**src/sv/kmp_pkg.sv**
```systemverilog
// shared types, register codes and pattern byte access for the kmp stream matcher
// no dependencies
`timescale 1ns / 1ps
`default_nettype none

package kmp_pkg;

  localparam int LEN_BITS       = 5;
  localparam int PAT_BYTES      = 16;
  localparam int OUT_BITS       = 32;
  localparam int CFG_DATA_BITS  = 64;
  localparam int CFG_INDEX_BITS = 2;

  typedef enum logic [CFG_INDEX_BITS-1:0] {
    REG_PATTERN_LENGTH = 2'd0,
    REG_PATTERN_LOW    = 2'd1,
    REG_PATTERN_HIGH   = 2'd2
  } cfg_reg_t;

  typedef struct packed {
    logic [7:0] text_char;
    logic       first_of_text;
  } kmp_in_t;

  typedef struct packed {
    logic                matched;
    logic [OUT_BITS-1:0] match_start;
    logic [OUT_BITS-1:0] text_position;
  } kmp_out_t;

  // 1-based byte k of the concatenated pattern
  function automatic logic [7:0] pattern_byte(input logic [8*PAT_BYTES-1:0] pattern,
                                              input logic [LEN_BITS-1:0] k);
    logic [3:0] i;
    i = 4'(k - 5'd1);
    return pattern[{i, 3'b000} +: 8];
  endfunction

endpackage

`default_nettype wire

```
**src/sv/kmp_table.sv**
```systemverilog
// configuration registers and failure table derivation, one step per cycle
// depends on kmp_pkg
`timescale 1ns / 1ps
`default_nettype none

module kmp_table #(
  parameter int PATTERN_MAX = 16,
  parameter int IDX_BITS    = 5
) (
  input  wire logic                               clk,
  input  wire logic                               rst,
  input  wire logic                               cfg_write_enable,
  input  wire logic [kmp_pkg::CFG_INDEX_BITS-1:0] cfg_index,
  input  wire logic [kmp_pkg::CFG_DATA_BITS-1:0]  cfg_data,
  input  wire logic [IDX_BITS-1:0]                rd_idx,
  output logic [7:0]                              rd_byte,
  output logic [IDX_BITS-1:0]                     rd_fail,
  output logic [IDX_BITS-1:0]                     len_eff,
  output logic                                    busy
);
  import kmp_pkg::*;

  localparam int TBL_DEPTH = 1 << IDX_BITS;

  typedef enum logic [1:0] {
    TB_IDLE   = 2'b01,
    TB_DERIVE = 2'b10
  } tb_state_t;

  tb_state_t             state;
  logic [LEN_BITS-1:0]   len_reg;
  logic [63:0]           pat_low;
  logic [63:0]           pat_high;
  logic [IDX_BITS-1:0]   dj;
  logic [IDX_BITS-1:0]   dt;
  logic [IDX_BITS-1:0]   tbl [TBL_DEPTH];

  logic [LEN_BITS-1:0]   len_clamped;
  logic [127:0]          pattern;
  logic [IDX_BITS-1:0]   tbl_addr;
  logic [IDX_BITS-1:0]   tbl_out;
  logic [IDX_BITS-1:0]   byte_addr;
  logic [7:0]            byte_a;
  logic [7:0]            byte_t;
  logic                  cfg_hit;

  always_comb begin
    if (len_reg == '0) begin
      len_clamped = LEN_BITS'(1);
    end else if (len_reg > LEN_BITS'(PATTERN_MAX)) begin
      len_clamped = LEN_BITS'(PATTERN_MAX);
    end else begin
      len_clamped = len_reg;
    end
  end

  assign len_eff   = IDX_BITS'(len_clamped);
  assign pattern   = {pat_high, pat_low};
  assign busy      = (state == TB_DERIVE);
  assign tbl_addr  = busy ? dt : rd_idx;
  assign tbl_out   = (tbl_addr <= IDX_BITS'(1)) ? '0 : tbl[tbl_addr];
  assign byte_addr = busy ? dj : rd_idx;
  assign byte_a    = pattern_byte(pattern, LEN_BITS'(byte_addr));
  assign byte_t    = pattern_byte(pattern, LEN_BITS'(dt));
  assign rd_byte   = byte_a;
  assign rd_fail   = tbl_out;
  assign cfg_hit   = cfg_write_enable && (cfg_index inside {REG_PATTERN_LENGTH,
                                                            REG_PATTERN_LOW,
                                                            REG_PATTERN_HIGH});

  always_ff @(posedge clk) begin
    if (rst) begin
      len_reg  <= LEN_BITS'(1);
      pat_low  <= '0;
      pat_high <= '0;
    end else if (cfg_write_enable) begin
      case (cfg_index)
        REG_PATTERN_LENGTH: len_reg  <= cfg_data[LEN_BITS-1:0];
        REG_PATTERN_LOW:    pat_low  <= cfg_data;
        REG_PATTERN_HIGH:   pat_high <= cfg_data;
        default: ;
      endcase
    end
  end

  always_ff @(posedge clk) begin
    if (rst) begin
      state <= TB_DERIVE;
      dj    <= IDX_BITS'(1);
      dt    <= '0;
    end else if (cfg_hit) begin
      state <= TB_DERIVE;
      dj    <= IDX_BITS'(1);
      dt    <= '0;
    end else begin
      case (state)
        TB_IDLE: ;
        TB_DERIVE: begin
          if (dj >= len_eff) begin
            state <= TB_IDLE;
          end else if (dt == '0 || byte_a == byte_t) begin
            dj <= dj + IDX_BITS'(1);
            dt <= dt + IDX_BITS'(1);
          end else begin
            dt <= tbl_out;
          end
        end
        default: state <= TB_IDLE;
      endcase
    end
  end

  always_ff @(posedge clk) begin
    if (busy && dj < len_eff && (dt == '0 || byte_a == byte_t)) begin
      tbl[dj + IDX_BITS'(1)] <= dt + IDX_BITS'(1);
    end
  end

endmodule

`default_nettype wire

```
**src/sv/kmp_front.sv**
```systemverilog
// input side: accepts text bytes, tracks the saturating text position
// depends on kmp_pkg; feeds the item queue
`timescale 1ns / 1ps
`default_nettype none

module kmp_front #(
  parameter int POSITION_BITS = 32
) (
  input  wire logic                      clk,
  input  wire logic                      rst,
  input  wire logic                      text_valid,
  output logic                           text_ready,
  input  wire kmp_pkg::kmp_in_t          text,
  input  wire logic                      table_busy,
  output logic                           push_valid,
  input  wire logic                      push_ready,
  output logic [POSITION_BITS+8:0]       push_data
);
  import kmp_pkg::*;

  logic [POSITION_BITS-1:0] counter;
  logic [POSITION_BITS-1:0] counter_next;
  logic                     accept;

  assign text_ready = push_ready && !table_busy;
  assign accept     = text_valid && text_ready;
  assign push_valid = text_valid && !table_busy;

  always_comb begin
    if (text.first_of_text) begin
      counter_next = POSITION_BITS'(1);
    end else if (counter == '1) begin
      counter_next = counter;
    end else begin
      counter_next = counter + POSITION_BITS'(1);
    end
  end

  assign push_data = {counter_next, text.first_of_text, text.text_char};

  always_ff @(posedge clk) begin
    if (rst) begin
      counter <= '0;
    end else if (accept) begin
      counter <= counter_next;
    end
  end

endmodule

`default_nettype wire

```
**src/sv/kmp_queue.sv**
```systemverilog
// short fifo between the front and the matching engine
// no dependencies
`timescale 1ns / 1ps
`default_nettype none

module kmp_queue #(
  parameter int DATA_BITS = 41,
  parameter int DEPTH     = 2
) (
  input  wire logic                 clk,
  input  wire logic                 rst,
  input  wire logic                 push_valid,
  output logic                      push_ready,
  input  wire logic [DATA_BITS-1:0] push_data,
  output logic                      pop_valid,
  input  wire logic                 pop_ready,
  output logic [DATA_BITS-1:0]      pop_data
);

  localparam int PTR_BITS = (DEPTH > 1) ? $clog2(DEPTH) : 1;

  logic [DATA_BITS-1:0] slots [DEPTH];
  logic [PTR_BITS-1:0]  wr_ptr;
  logic [PTR_BITS-1:0]  rd_ptr;
  logic [PTR_BITS:0]    count;
  logic                 push;
  logic                 pop;

  assign push_ready = (count != (PTR_BITS+1)'(DEPTH));
  assign pop_valid  = (count != '0);
  assign pop_data   = slots[rd_ptr];
  assign push       = push_valid && push_ready;
  assign pop        = pop_valid && pop_ready;

  always_ff @(posedge clk) begin
    if (rst) begin
      wr_ptr <= '0;
      rd_ptr <= '0;
      count  <= '0;
    end else begin
      if (push) begin
        wr_ptr <= (wr_ptr == PTR_BITS'(DEPTH - 1)) ? '0 : wr_ptr + PTR_BITS'(1);
      end
      if (pop) begin
        rd_ptr <= (rd_ptr == PTR_BITS'(DEPTH - 1)) ? '0 : rd_ptr + PTR_BITS'(1);
      end
      if (push && !pop) begin
        count <= count + (PTR_BITS+1)'(1);
      end else if (pop && !push) begin
        count <= count - (PTR_BITS+1)'(1);
      end
    end
  end

  always_ff @(posedge clk) begin
    if (push) begin
      slots[wr_ptr] <= push_data;
    end
  end

endmodule

`default_nettype wire

```
**src/sv/kmp_engine.sv**
```systemverilog
// matching engine: one compare per cycle unless stalled; failure table walk on mismatch
// depends on kmp_pkg and the failure table read port; owns the result register
`timescale 1ns / 1ps
`default_nettype none

module kmp_engine #(
  parameter int IDX_BITS      = 5,
  parameter int POSITION_BITS = 32
) (
  input  wire logic                      clk,
  input  wire logic                      rst,
  input  wire logic                      pop_valid,
  output logic                           pop_ready,
  input  wire logic [POSITION_BITS+8:0]  pop_data,
  input  wire logic                      table_busy,
  input  wire logic [IDX_BITS-1:0]       len_eff,
  output logic [IDX_BITS-1:0]            rd_idx,
  input  wire logic [7:0]                rd_byte,
  input  wire logic [IDX_BITS-1:0]       rd_fail,
  output logic                           result_valid,
  input  wire logic                      result_ready,
  output kmp_pkg::kmp_out_t              result
);
  import kmp_pkg::*;

  typedef enum logic [1:0] {
    ST_IDLE = 2'b01,
    ST_SCAN = 2'b10
  } eng_state_t;

  eng_state_t               state;
  logic [IDX_BITS-1:0]      pat_pos;
  logic [POSITION_BITS-1:0] found;
  logic [IDX_BITS-1:0]      scan_j;
  logic [7:0]               scan_c;
  logic [POSITION_BITS-1:0] scan_pos;

  logic                     in_idle;
  logic [7:0]               head_c;
  logic                     head_first;
  logic [POSITION_BITS-1:0] head_pos;
  logic [IDX_BITS-1:0]      pp_cur;
  logic [IDX_BITS-1:0]      j_init;
  logic [IDX_BITS-1:0]      cur_j;
  logic [7:0]               cur_c;
  logic [POSITION_BITS-1:0] cur_pos;
  logic [POSITION_BITS-1:0] found_cur;
  logic [POSITION_BITS-1:0] found_calc;
  logic [POSITION_BITS-1:0] found_new;
  logic [IDX_BITS-1:0]      j_inc;
  logic [IDX_BITS-1:0]      pp_new;
  logic                     eq;
  logic                     searching;
  logic                     hit;
  logic                     resolved;
  logic                     out_free;
  logic                     active;
  logic                     finish;
  logic [63:0]              found_wide;
  logic [63:0]              pos_wide;

  assign in_idle    = (state == ST_IDLE);
  assign head_c     = pop_data[7:0];
  assign head_first = pop_data[8];
  assign head_pos   = pop_data[POSITION_BITS+8:9];

  assign pp_cur = head_first ? IDX_BITS'(1) : pat_pos;
  assign j_init = (pp_cur == '0 || pp_cur > len_eff) ? IDX_BITS'(1) : pp_cur;

  assign cur_j     = in_idle ? j_init : scan_j;
  assign cur_c     = in_idle ? head_c : scan_c;
  assign cur_pos   = in_idle ? head_pos : scan_pos;
  assign found_cur = (in_idle && head_first) ? '0 : found;
  assign rd_idx    = cur_j;

  assign searching  = (found_cur == '0);
  assign eq         = (cur_c == rd_byte);
  assign j_inc      = cur_j + IDX_BITS'(1);
  assign hit        = searching && eq && (j_inc > len_eff);
  assign resolved   = !searching || eq || (rd_fail == '0);
  assign pp_new     = eq ? j_inc : IDX_BITS'(1);
  assign found_calc = cur_pos - POSITION_BITS'(len_eff) + POSITION_BITS'(1);
  assign found_new  = hit ? found_calc : found_cur;

  assign out_free  = !result_valid || result_ready;
  assign active    = in_idle ? (pop_valid && !table_busy) : 1'b1;
  assign finish    = active && resolved && out_free;
  assign pop_ready = in_idle && !table_busy && (!resolved || out_free);

  assign found_wide = 64'(found_new);
  assign pos_wide   = 64'(cur_pos);

  always_ff @(posedge clk) begin
    if (rst) begin
      state        <= ST_IDLE;
      pat_pos      <= IDX_BITS'(1);
      found        <= '0;
      result_valid <= 1'b0;
    end else begin
      if (finish) begin
        result_valid <= 1'b1;
      end else if (result_ready) begin
        result_valid <= 1'b0;
      end
      case (state)
        ST_IDLE: begin
          if (active) begin
            if (finish) begin
              found <= found_new;
              if (searching) begin
                pat_pos <= pp_new;
              end
            end else if (!resolved) begin
              found <= found_cur;
              state <= ST_SCAN;
            end
          end
        end
        ST_SCAN: begin
          if (finish) begin
            found   <= found_new;
            pat_pos <= pp_new;
            state   <= ST_IDLE;
          end
        end
        default: state <= ST_IDLE;
      endcase
    end
  end

  always_ff @(posedge clk) begin
    if (active && !resolved) begin
      scan_j <= rd_fail;
    end
    if (in_idle && active && !resolved) begin
      scan_c   <= head_c;
      scan_pos <= head_pos;
    end
    if (finish) begin
      result.matched       <= hit;
      result.match_start   <= found_wide[OUT_BITS-1:0];
      result.text_position <= pos_wide[OUT_BITS-1:0];
    end
  end

endmodule

`default_nettype wire

```
**src/sv/kmp_stream_matcher.sv**
```systemverilog
// a byte's result passes the item queue and the result register, plus one scan step per failure
//   table step to a nonzero position; throughput 1 byte per cycle plus those steps unless stalled
// reset: length 1, all-zero pattern, search at pattern position 1 and text position 0
// after reset or any pattern register write the failure table is rebuilt while text_ready stays low
`timescale 1ns / 1ps
`default_nettype none

module kmp_stream_matcher #(
  parameter int PATTERN_MAX   = 16,
  parameter int POSITION_BITS = 32
) (
  input  wire logic                               clk,
  input  wire logic                               rst,
  input  wire logic                               text_valid,
  output logic                                    text_ready,
  input  wire kmp_pkg::kmp_in_t                   text,
  output logic                                    result_valid,
  input  wire logic                               result_ready,
  output kmp_pkg::kmp_out_t                       result,
  input  wire logic                               cfg_write_enable,
  input  wire logic [kmp_pkg::CFG_INDEX_BITS-1:0] cfg_index,
  input  wire logic [kmp_pkg::CFG_DATA_BITS-1:0]  cfg_data
);
  import kmp_pkg::*;

  localparam int IDX_BITS  = $clog2(PATTERN_MAX + 2);
  localparam int ITEM_BITS = POSITION_BITS + 9;

  logic                 table_busy;
  logic [IDX_BITS-1:0]  len_eff;
  logic [IDX_BITS-1:0]  rd_idx;
  logic [7:0]           rd_byte;
  logic [IDX_BITS-1:0]  rd_fail;
  logic                 push_valid;
  logic                 push_ready;
  logic [ITEM_BITS-1:0] push_data;
  logic                 pop_valid;
  logic                 pop_ready;
  logic [ITEM_BITS-1:0] pop_data;

  kmp_table #(
    .PATTERN_MAX (PATTERN_MAX),
    .IDX_BITS    (IDX_BITS)
  ) u_table (
    .clk              (clk),
    .rst              (rst),
    .cfg_write_enable (cfg_write_enable),
    .cfg_index        (cfg_index),
    .cfg_data         (cfg_data),
    .rd_idx           (rd_idx),
    .rd_byte          (rd_byte),
    .rd_fail          (rd_fail),
    .len_eff          (len_eff),
    .busy             (table_busy)
  );

  kmp_front #(
    .POSITION_BITS (POSITION_BITS)
  ) u_front (
    .clk        (clk),
    .rst        (rst),
    .text_valid (text_valid),
    .text_ready (text_ready),
    .text       (text),
    .table_busy (table_busy),
    .push_valid (push_valid),
    .push_ready (push_ready),
    .push_data  (push_data)
  );

  kmp_queue #(
    .DATA_BITS (ITEM_BITS),
    .DEPTH     (2)
  ) u_queue (
    .clk        (clk),
    .rst        (rst),
    .push_valid (push_valid),
    .push_ready (push_ready),
    .push_data  (push_data),
    .pop_valid  (pop_valid),
    .pop_ready  (pop_ready),
    .pop_data   (pop_data)
  );

  kmp_engine #(
    .IDX_BITS      (IDX_BITS),
    .POSITION_BITS (POSITION_BITS)
  ) u_engine (
    .clk          (clk),
    .rst          (rst),
    .pop_valid    (pop_valid),
    .pop_ready    (pop_ready),
    .pop_data     (pop_data),
    .table_busy   (table_busy),
    .len_eff      (len_eff),
    .rd_idx       (rd_idx),
    .rd_byte      (rd_byte),
    .rd_fail      (rd_fail),
    .result_valid (result_valid),
    .result_ready (result_ready),
    .result       (result)
  );

endmodule

`default_nettype wire

```
**config.mk**
```make
export PLATFORM = sky130hd
export DESIGN_NAME = kmp_stream_matcher
export DESIGN_NICKNAME = d
export VERILOG_FILES = /design/src/sv/kmp_pkg.sv /design/src/sv/kmp_table.sv /design/src/sv/kmp_front.sv /design/src/sv/kmp_queue.sv /design/src/sv/kmp_engine.sv /design/src/sv/kmp_stream_matcher.sv
export SDC_FILE = /design/constraint.sdc
export NUM_CORES = 1
export LEC_CHECK = 0
export BUFFER_PORTS_ARGS = -buffer_cell sky130_fd_sc_hd__clkbuf_2
export CAP_MARGIN = 20
export CELL_PAD_IN_SITES_DETAIL_PLACEMENT = 0
export CELL_PAD_IN_SITES_GLOBAL_PLACEMENT = 2
export CORE_ASPECT_RATIO = 0.9
export CORE_MARGIN = 2
export CORE_UTILIZATION = 37
export CTS_CLUSTER_DIAMETER = 100
export CTS_CLUSTER_SIZE = 16
export DETAILED_ROUTE_END_ITERATION = 8
export MAX_ROUTING_LAYER = met4
export PLACE_DENSITY = 0.85
export SLEW_MARGIN = 20
export SYNTH_ARGS = -nofsm -noshare
export SYNTH_HDL_FRONTEND = slang
export SYNTH_SLANG_ARGS = --single-unit
```
**constraint.sdc**
```tcl
create_clock -name clk -period 6.2 [get_ports clk]
set_input_delay 0.93 -clock clk [delete_from_list [all_inputs] [get_ports clk]]
set_output_delay 0.93 -clock clk [all_outputs]
set_load 0.01 [all_outputs]
```
# == Yosys cells after proc, flatten, opt, wreduce, memory -nomap -nowiden ==
# Memories as Yosys holds them, arrays and structs flattened. A register that Yosys moved wholly into a read port is not among the register bits.
# Cells that the tools add are included.
# totals
reg_bits,331
ramBits,242
in_bits,80
output_inout_bits,67
elab_cells,162
memories,2
# op_classes
add_sub_neg,12
n_lt_le_gt_ge,6
n_eq_ne,18
n_shift,2
n_mux,46
bitwise_logic,2
reduce_logical,54
# memory_table
name,depth,word_bits,read_ports,rd_ports_with_merged_regs,wr,line,rtl
u_table.tbl,32,5,1,0,1,kmp_table.sv:36,logic [IDX_BITS-1:0] tbl [TBL_DEPTH];
u_queue.slots,2,41,1,1,1,kmp_queue.sv:22,logic [DATA_BITS-1:0] slots [DEPTH];
# ops
cell,n
2-to-1 mux 32 bit,9
indexed part select 128 x 8 -> 8 bit,2
2-to-1 mux 5 bit,13
adder 32 x 1 -> 32 bit (second input constant),2
case mux 32 bit (2 select lines),1
== test 32 bit (second input constant),1
logical NOT 32 bit,1
subtractor 32 x 5 -> 32 bit,1
logical AND 1 bit,21
logical NOT 5 bit,4
== test 8 bit,2
adder 5 x 1 -> 5 bit (second input constant),3
2-to-1 mux 2 bit,7
inequality test 2 bit (second input constant),7
2-to-1 mux 1 bit,11
greater-than comparator 5 bit,2
case mux 5 bit (2 select lines),1
AND reduction 2 bit,5
2-to-1 mux 8 bit,1
case mux 2 bit (2 select lines),2
AND reduction 4 bit,2
nonzero test 2 bit,4
subtractor 4 x 1 -> 4 bit (second input constant),2
== test 2 x 1 -> 1 bit (second input constant),3
other kinds (19),33

# == Longest topological paths before layout ==
# Gate-level depths: netlist (run 1).
# depth
word_depth,20
depth_mapped,27
mapped_depth_nobuf,23

# == Modules after synthesis ==
# Synthesis (run 1) repeated with hierarchy kept, for this count alone.
# unflattened
hier_cells,2588
area_unflattened_um2,28223.3
# by_module_without_submodules
module,n_inst,cells_per_inst,area_each_um2,seq_area_each_um2
kmp_table,1,1324,14031.0,7407.1
kmp_engine,1,729,8154.1,4103.9
kmp_queue,1,152,3171.8,2562.5
kmp_front,1,383,2866.5,640.6

# == Least setup slack after synthesis (run 1) ==
# No wires, ideal clock.
# synth_timing
path_type,register -> register
startpoint,register (tool-made name)
endpoint,register u_engine.result[0] (netlist name)
setup_ns,0.430
arrival_time_ns,5.790
t_required_ns,5.770
slack_ns,-0.021
path_stages_with_launch,20
path_buffers,3
synth_period_minus_slack_ns,6.221
cell_sequence,dfxtp_1 -> buf_6 -> mux2i_4 -> buf_4 -> and2_1 -> ha_1 -> and3_1 -> a31oi_2 -> o31a_1 -> buf_4 -> o21ai_1 -> a21o_1 -> a21o_1 -> a222oi_1 -> o221ai_1 -> a221o_1 -> a2111oi_2 -> nand3_2 -> nand2_1 -> and3_1

==> results.json, run 1 <==
{
  "min_period_ns": 5.91,
  "fp.dieH_um": 263,
  "drt_iter0_drc": 2103,
  "globalRouteMet1Util": 0.321,
  "area_growth_pct": 12.0,
  "critPathMaxFanout": 23,
  "max_cap_violations": 0,
  "synth-seq-cells": 564,
  "hold_violations": 0,
  "setup_viol": 0,
  "largest_register_ffs": 150,
  "critPathArrivalTime_ns": 6.14,
  "slew_violations": 0,
  "cts_root_buf": "clkbuf_16",
  "gp_congestion": 0.969,
  "antenna_cells": 0,
  "coreArea_um2": 73400,
  "syn_nets": 2829,
  "finalCritPeriodShare": 0.953,
  "grt_use_met3": 0.0354,
  "status": "finished, final reports clean",
  "cts_tree": "built",
  "die_area_um2": 76600,
  "p_switching_mw": 5.70,
  "path_class": "reg2reg",
  "htree_levels": 2,
  "first_pass_iters": 6,
  "seq_power_share": 0.335,
  "reg2reg_slack_ns": 0.29,
  "hold_path_depth": 2,
  "cts_sinks": 564,
  "critical_path_required_ns": 6.43,
  "grt_max_degree": 73,
  "clockBufferDepth": 3,
  "final_layout_size_suffix_gt1_frac": 0.137,
  "p_int_mw": 8.03,
  "top_register": "u_table.tbl",
  "ioPinCount": 147,
  "hold_start": "u_table.pat_low[33]",
  "p_per_area_nw_per_um2": 446,
  "tns_ns": 0,
  "holdPathEnd": "u_table.pat_low[33]",
  "final_nets": 2943,
  "grt_use_met2": 0.350,
  "fin_skew_ns": 0.0169,
  "reg2reg_to": "u_table.tbl[2][0]",
  "ys_warn_count": 0,
  "synth-seq-area-share": 0.535,
  "switching_share": 0.415,
  "num_vias": 21700,
  "hold_ws_ns": 0.482,
  "rows": 94,
  "synth-edff-count": 342,
  "synthFlopType": "edfxtp_1",
  "cts_inserted_buffers": 41,
  "grt_pass1_vias": 20400,
  "slew_headroom": 0.286,
  "hpwlAfterDp_um": 62800,
  "hold_class": "reg2reg",
  "syn-mean-instance-area_um2": 10.2,
  "fmax_mhz": 169,
  "r2r_cells": 19,
  "tightest_slew_ns": 1.07,
  "busiest_layer": "met2",
  "async_flop_share": 0,
  "io_buffers": 146,
  "antenna_found_initial": 0,
  "endpoint_kind": "flop",
  "insertion_delay_ns": 0.59,
  "critPathLaunchType": "flop",
  "cts.clk_slew.worst_paths_ns": 0.08,
  "ant_nets": 0,
  "wl_per_cell_um": 23.1,
  "drc": 0,
  "p_comb_frac": 0.475,
  "ir_drop_mv": 0.272,
  "fp.dieW_um": 291,
  "via_per_inst": 5.72,
  "syn_inst": 2686,
  "synth_cell_types": 91,
  "grt_pass1_wl_um": 131000,
  "start_util": 0.375,
  "rsz0062_at_grt": "false",
  "synthesis.area_um2": 27500,
  "wl_um": 87600,
  "power_frac_clock": 0.190,
  "p_leak_nw": 11.0,
  "track_usage": 0.229,
  "overflow": 0,
  "reg_top3": "u_table.tbl: 150 flops, u_queue.slots: 82 flops, u_engine.result: 65 flops"
}
cell usage in the layout (no fill, tap or decap), types with 68 or more instances in the layout:
cell type	netlist	layout
nand2_1	489	489
edfxtp_1	342	342
a21oi_1	260	260
dfxtp_1	222	220
nor2_1	201	197
clkbuf_2	0	145
inv_1	106	105
o21ai_0	84	83
buf_4	3	79
mux2i_1	68	68
Yosys cell counts, types with 50 or more instances:
library cell | count | area [um^2]
dfxtp_1 | 222 | 4440
inv_1 | 106 | 398
a21o_1 | 50 | 375
mux2i_1 | 68 | 681
nor2_1 | 201 | 754
ha_1 | 62 | 776
nand3_1 | 61 | 305
a21oi_1 | 260 | 1300
clkbuf_1 | 123 | 462
o21ai_0 | 84 | 420
nand2_1 | 489 | 1840
edfxtp_1 | 342 | 10300
logic make-up (layout without fill, tap and decap cells):
family / count (synthesis) / in the layout / synth area share
adder cells (fa/ha/maj): 63 / 63 / 0.0289
flip-flops: 564 / 564 / 0.535
AND/OR/NAND/NOR: 921 / 921 / 0.146
XOR/XNOR: 75 / 75 / 0.0239
multiplexers: 120 / 120 / 0.0624
AO/OA/AOI/OAI: 679 / 679 / 0.166
buffers and inverters: 264 / 406 / 0.0382
repair_timing:
item	4_1_cts	5_1_grt
hold buffers	0	0
buffers inserted	0	0
endpoints found under the setup margin	0	14
gates resized for setup	0	5
worst max path at each step:
stage / startpoint / end / depth (start not counted)
finish: flop / u_table.tbl[2][0] / 19
global route: flop / u_queue.count[1] / 21
CTS: flop / u_engine.result[62] / 19
detailed placement: flop / u_engine.result[62] / 19
global placement: flop / u_engine.result[62] / 19
floorplan: flop / u_engine.scan_c[0] / 21
power groups by stage:
stage / combinational (mW) / clock, mW / sequential (mW)
final: 6.52 / 2.61 / 4.60
after global routing: 7.08 / 2.81 / 4.62
after CTS: 6.51 / 2.68 / 4.59
after detailed placement: 6.47 / 0 / 4.68
after global placement: 6.46 / 0 / 4.67
after floorplan: 4.30 / 0 / 4.64
layout make-up:
cell class	count	area [um^2]
Clock buffer	67	1150
Clock inverter	4	50.0
Fill cell	7054	42600
Inverter	106	402
Multi-Input combinational cell	1858	11900
Sequential cell	564	14700
Tap cell	960	1200
Timing Repair Buffer	229	1410
worst max-delay path, stage by stage, from the launching register on:
cell	delay [ns]
dfxtp_2	0.37
mux2i_4	0.32
nand2_1	0.11
inv_1	0.08
ha_1	0.23
and3_1	0.20
a31oi_2	0.25
o31a_1	0.33
o21ai_2	0.26
buf_4	0.29
a311o_1	0.38
a31oi_1	0.41
o32ai_1	0.17
mux2_2	0.33
xor2_1	0.22
a2111oi_4	0.28
nand4_4	0.19
a211oi_4	0.38
nand2_2	0.30
nor2_1	0.45
per-stage QoR:
stage          power, mW  setup WS [ns]  utilization  area, um^2  instances
2_1_floorplan       8.94         0.0401            -       27500       2686
3_3_place_gp        11.1          0.300        0.403       29600       3717
3_5_place_dp        11.2          0.215        0.403       29600       3717
4_1_cts             13.8          0.167        0.420       30800       3788
5_1_grt             14.5         0.0166        0.420       30800       3788
6_report            13.7          0.291        0.420       30800       3788
per-layer routing:
metal | vias to the layer above | wire, um
met5 | - | 0
met4 | 0 | 1860
met3 | 105 | 6820
met2 | 899 | 39800
met1 | 10600 | 39200
li1 | 10000 | -
Note: power is estimated with default switching activity, not from simulation.
==> run 2: changes to the inputs <==
--- a/config.mk
+++ b/config.mk
@@ -17,7 +17,8 @@
 export DETAILED_ROUTE_END_ITERATION = 8
 export MAX_ROUTING_LAYER = met4
-export PLACE_DENSITY = 0.85
+export PLACE_DENSITY = 0.84
 export SLEW_MARGIN = 20
 export SYNTH_ARGS = -nofsm -noshare
 export SYNTH_HDL_FRONTEND = slang
+export SYNTH_HIERARCHICAL = 1
 export SYNTH_SLANG_ARGS = --single-unit
==> constraint.sdc (replaced) <==
create_clock -name clk -period 6.2 [get_ports clk]
set_input_delay 0.93 -clock clk [delete_from_list [all_inputs] [get_ports clk]]
set_output_delay 0.93 -clock clk [all_outputs]
set_load 0.05 [all_outputs]
==> results.json, run 2 <==
{
  "status": "finished, final reports clean",
  "tightest_slew_ns": 1.08,
  "antenna_found_initial": 0,
  "grt_pass1_vias": 20000,
  "syn_nets": 2731,
  "top_register": "u_table/tbl",
  "largest_register_ffs": 150,
  "synthesis.area_um2": 28200,
  "synth_cell_types": 107,
  "hold_class": "reg2reg",
  "gp_congestion": 0.924,
  "critPathArrivalTime_ns": 6.42,
  "hpwlAfterDp_um": 59200,
  "ir_drop_mv": 0.228,
  "hold_path_depth": 2,
  "drc": 0,
  "io_buffers": 146,
  "slew_violations": 0,
  "rr_startpoint": "u_queue/slots[0][8]",
  "grt_max_degree": 99,
  "ys_top_cells_by_count": "nand2_1 (431), edfxtp_1 (342), a21oi_1 (227), dfxtp_1 (222), clkbuf_1 (105)",
  "hold_start": "u_table/pat_high[56]",
  "fp.dieW_um": 295,
  "syn-mean-instance-area_um2": 10.9,
  "grt_pass1_wl_um": 125000,
  "fp.dieH_um": 266,
  "cts_root_buf": "clkbuf_16",
  "max_cap_violations": 0,
  "pre_cts_ws_ns": 0.0642,
  "setup_viol": 0,
  "first_pass_iters": 5,
  "ys_warn_count": 6,
  "drt_iter0_drc": 1882,
  "reg2reg_to": "u_queue/count[1]",
  "total_power_mw": 13.5,
  "min_period_ns": 5.91,
  "critical_path_required_ns": 6.71,
  "rows": 96,
  "fin_skew_ns": 0.0278,
  "cts_inserted_buffers": 42,
  "insertion_delay_ns": 0.59,
  "via_per_inst": 5.61,
  "final_common_cell": "nand2_1",
  "endpoint_kind": "flop",
  "synthFlopType": "edfxtp_1",
  "yosys.area.top_type_share": 0.364,
  "area_growth_pct": 12.0,
  "antenna_cells": 0,
  "holdPathEnd": "u_table/pat_high[56]",
  "wl_per_cell_um": 21.9,
  "finalCritPeriodShare": 0.953,
  "critPathLaunchType": "flop",
  "cts.clk_slew.worst_paths_ns": 0.07,
  "yosysMostFrequentCell": "nand2_1",
  "fin_ws_ns": 0.291,
  "synth-seq-area-share": 0.521,
  "synth_area_leaders": "edfxtp_1 (36%), dfxtp_1 (16%), nand2_1 (5.7%)",
  "clockBufferDepth": 3,
  "final_cell_mix": "nand2_1 (431), edfxtp_1 (342), a21oi_1 (226)",
  "yosysTopAreaCell": "edfxtp_1",
  "p_leak_nw": 11.0,
  "ant_nets": 0,
  "num_vias": 21000,
  "die_area_um2": 78500,
  "synth-edff-count": 342,
  "hold_violations": 0,
  "rsz0062_at_grt": "true",
  "final_layout_size_suffix_gt1_frac": 0.174,
  "num-fill-cells": 7311,
  "reg2reg_slack_ns": 0.29,
  "overflow": 0,
  "synth-seq-cells": 564,
  "r2r_cells": 25,
  "cts_sinks": 564,
  "coreArea_um2": 75900,
  "critPathMaxFanout": 13,
  "fmax_mhz": 169,
  "final_nets": 2833,
  "cts_tree": "built",
  "syn_inst": 2588,
  "async_flop_share": 0,
  "ioPinCount": 147,
  "wl_um": 82100,
  "htree_levels": 2,
  "reg_top3": "u_table/tbl: 150 flops, u_queue/slots: 82 flops, u_engine/result: 65 flops",
  "slew_headroom": 0.280,
  "p_per_area_nw_per_um2": 429,
  "path_class": "reg2reg",
  "track_usage": 0.211,
  "start_util": 0.372
}
## run 2: cell types whose count changed after synthesis, moves of 28 or more
cell | before | now
mux4_2 | 39 | 68
mux2_2 | 12 | 53
a21oi_1 | 260 | 227
a21o_1 | 50 | 11
nor2_1 | 201 | 104
nand2_1 | 489 | 431
a32oi_1 | 30 | 2
## run 2: routing by layer
layer / vias up / wire (um) / GRT usage
met1: 10400 / 40000 / 0.317
met3: 99 / 5660 / 0.0365
met2: 689 / 34700 / 0.297
met5: - / 0 / -
li1: 9841 / - / -
met4: 0 / 1720 / 0.0447
## run 2: cell type report
| class | instances | area, um^2 | area share |
|---|---|---|---|
| tap | 1029 | 1290 | 0.0407 |
| sequential | 564 | 14700 | 0.466 |
| inverter | 85 | 323 | 0.0102 |
| clock buffer | 71 | 1220 | 0.0387 |
| timing repair buffer | 227 | 1450 | 0.0459 |
| clock inverter | 5 | 53.8 | 0.00170 |
| multi-input combinational | 1770 | 12500 | 0.397 |
## run 2: cells by family (layout without fill, tap and decap cells)
group | Yosys count | after routing | synth area share
AOI/OAI and AO/OA | 608 | 608 | 0.145
buffers and inverters | 254 | 388 | 0.0392
adders and majority gates | 63 | 63 | 0.0282
muxes | 213 | 213 | 0.108
xor gates and xnor gates | 53 | 53 | 0.0164
DFF | 564 | 564 | 0.521
and+or+nand+nor | 833 | 833 | 0.141
## run 2: worst max-delay path by stage
stage,from,end,slack [ns]
after floorplan,flop,u_engine/result[0],0.01
after CTS,u_queue/slots[0][8],u_queue/count[1],0.007
after global placement,u_queue/slots[0][8],u_queue/count[1],0.19
final,u_queue/slots[0][8],u_queue/count[1],0.29
after detailed placement,u_queue/slots[0][8],u_queue/count[1],0.06
after global routing,u_queue/slots[0][8],u_engine/found[13],-0.001
## run 2: stage by stage
step | instance area, um^2 | TNS, ns | instances | utilization | hold WS (ns)
after global placement | 30200 | 0 | 3671 | 0.398 | 0.453
final | 31600 | 0 | 3751 | 0.416 | 0.472
after floorplan | 28300 | 0 | 2588 | - | 0.443
after CTS | 31500 | 0 | 3747 | 0.415 | 0.475
after detailed placement | 30200 | 0 | 3671 | 0.398 | 0.465
after global routing | 31600 | -0.000988 | 3751 | 0.416 | 0.483
## run 2: worst max-delay path, stage by stage, from the launching register on
cell and delay, ns:
edfxtp_1 0.39, mux2_4 0.34, nor2b_1 0.13, ha_1 0.25, nor2b_1 0.14, o21a_1 0.16, o21ai_0 0.22, a21oi_2 0.15
o22a_2 0.36, mux2i_4 0.23, buf_12 0.20, buf_4 0.17, mux4_2 0.50, mux2i_1 0.19, a21oi_1 0.11, nand3_1 0.11
o21ai_1 0.11, or4_1 0.62, nor2_4 0.20, a211oi_4 0.09, nor2_1 0.13, nor3_1 0.05, o21ai_0 0.14, ha_1 0.33
or3_1 0.35, a21oi_1 0.14
## run 2: power breakdown
part | switching [mW] | internal [mW]
Combinational | 4.09 | 2.21
Sequential | 0.126 | 4.41
Clock | 1.34 | 1.36
Total | 5.56 | 7.99
## run 2: timing repair
item | in CTS | in global routing
buffers inserted | 0 | 2
endpoints found under the setup margin | 0 | 253
hold buffers | 0 | 0
gates resized for setup | 0 | 9
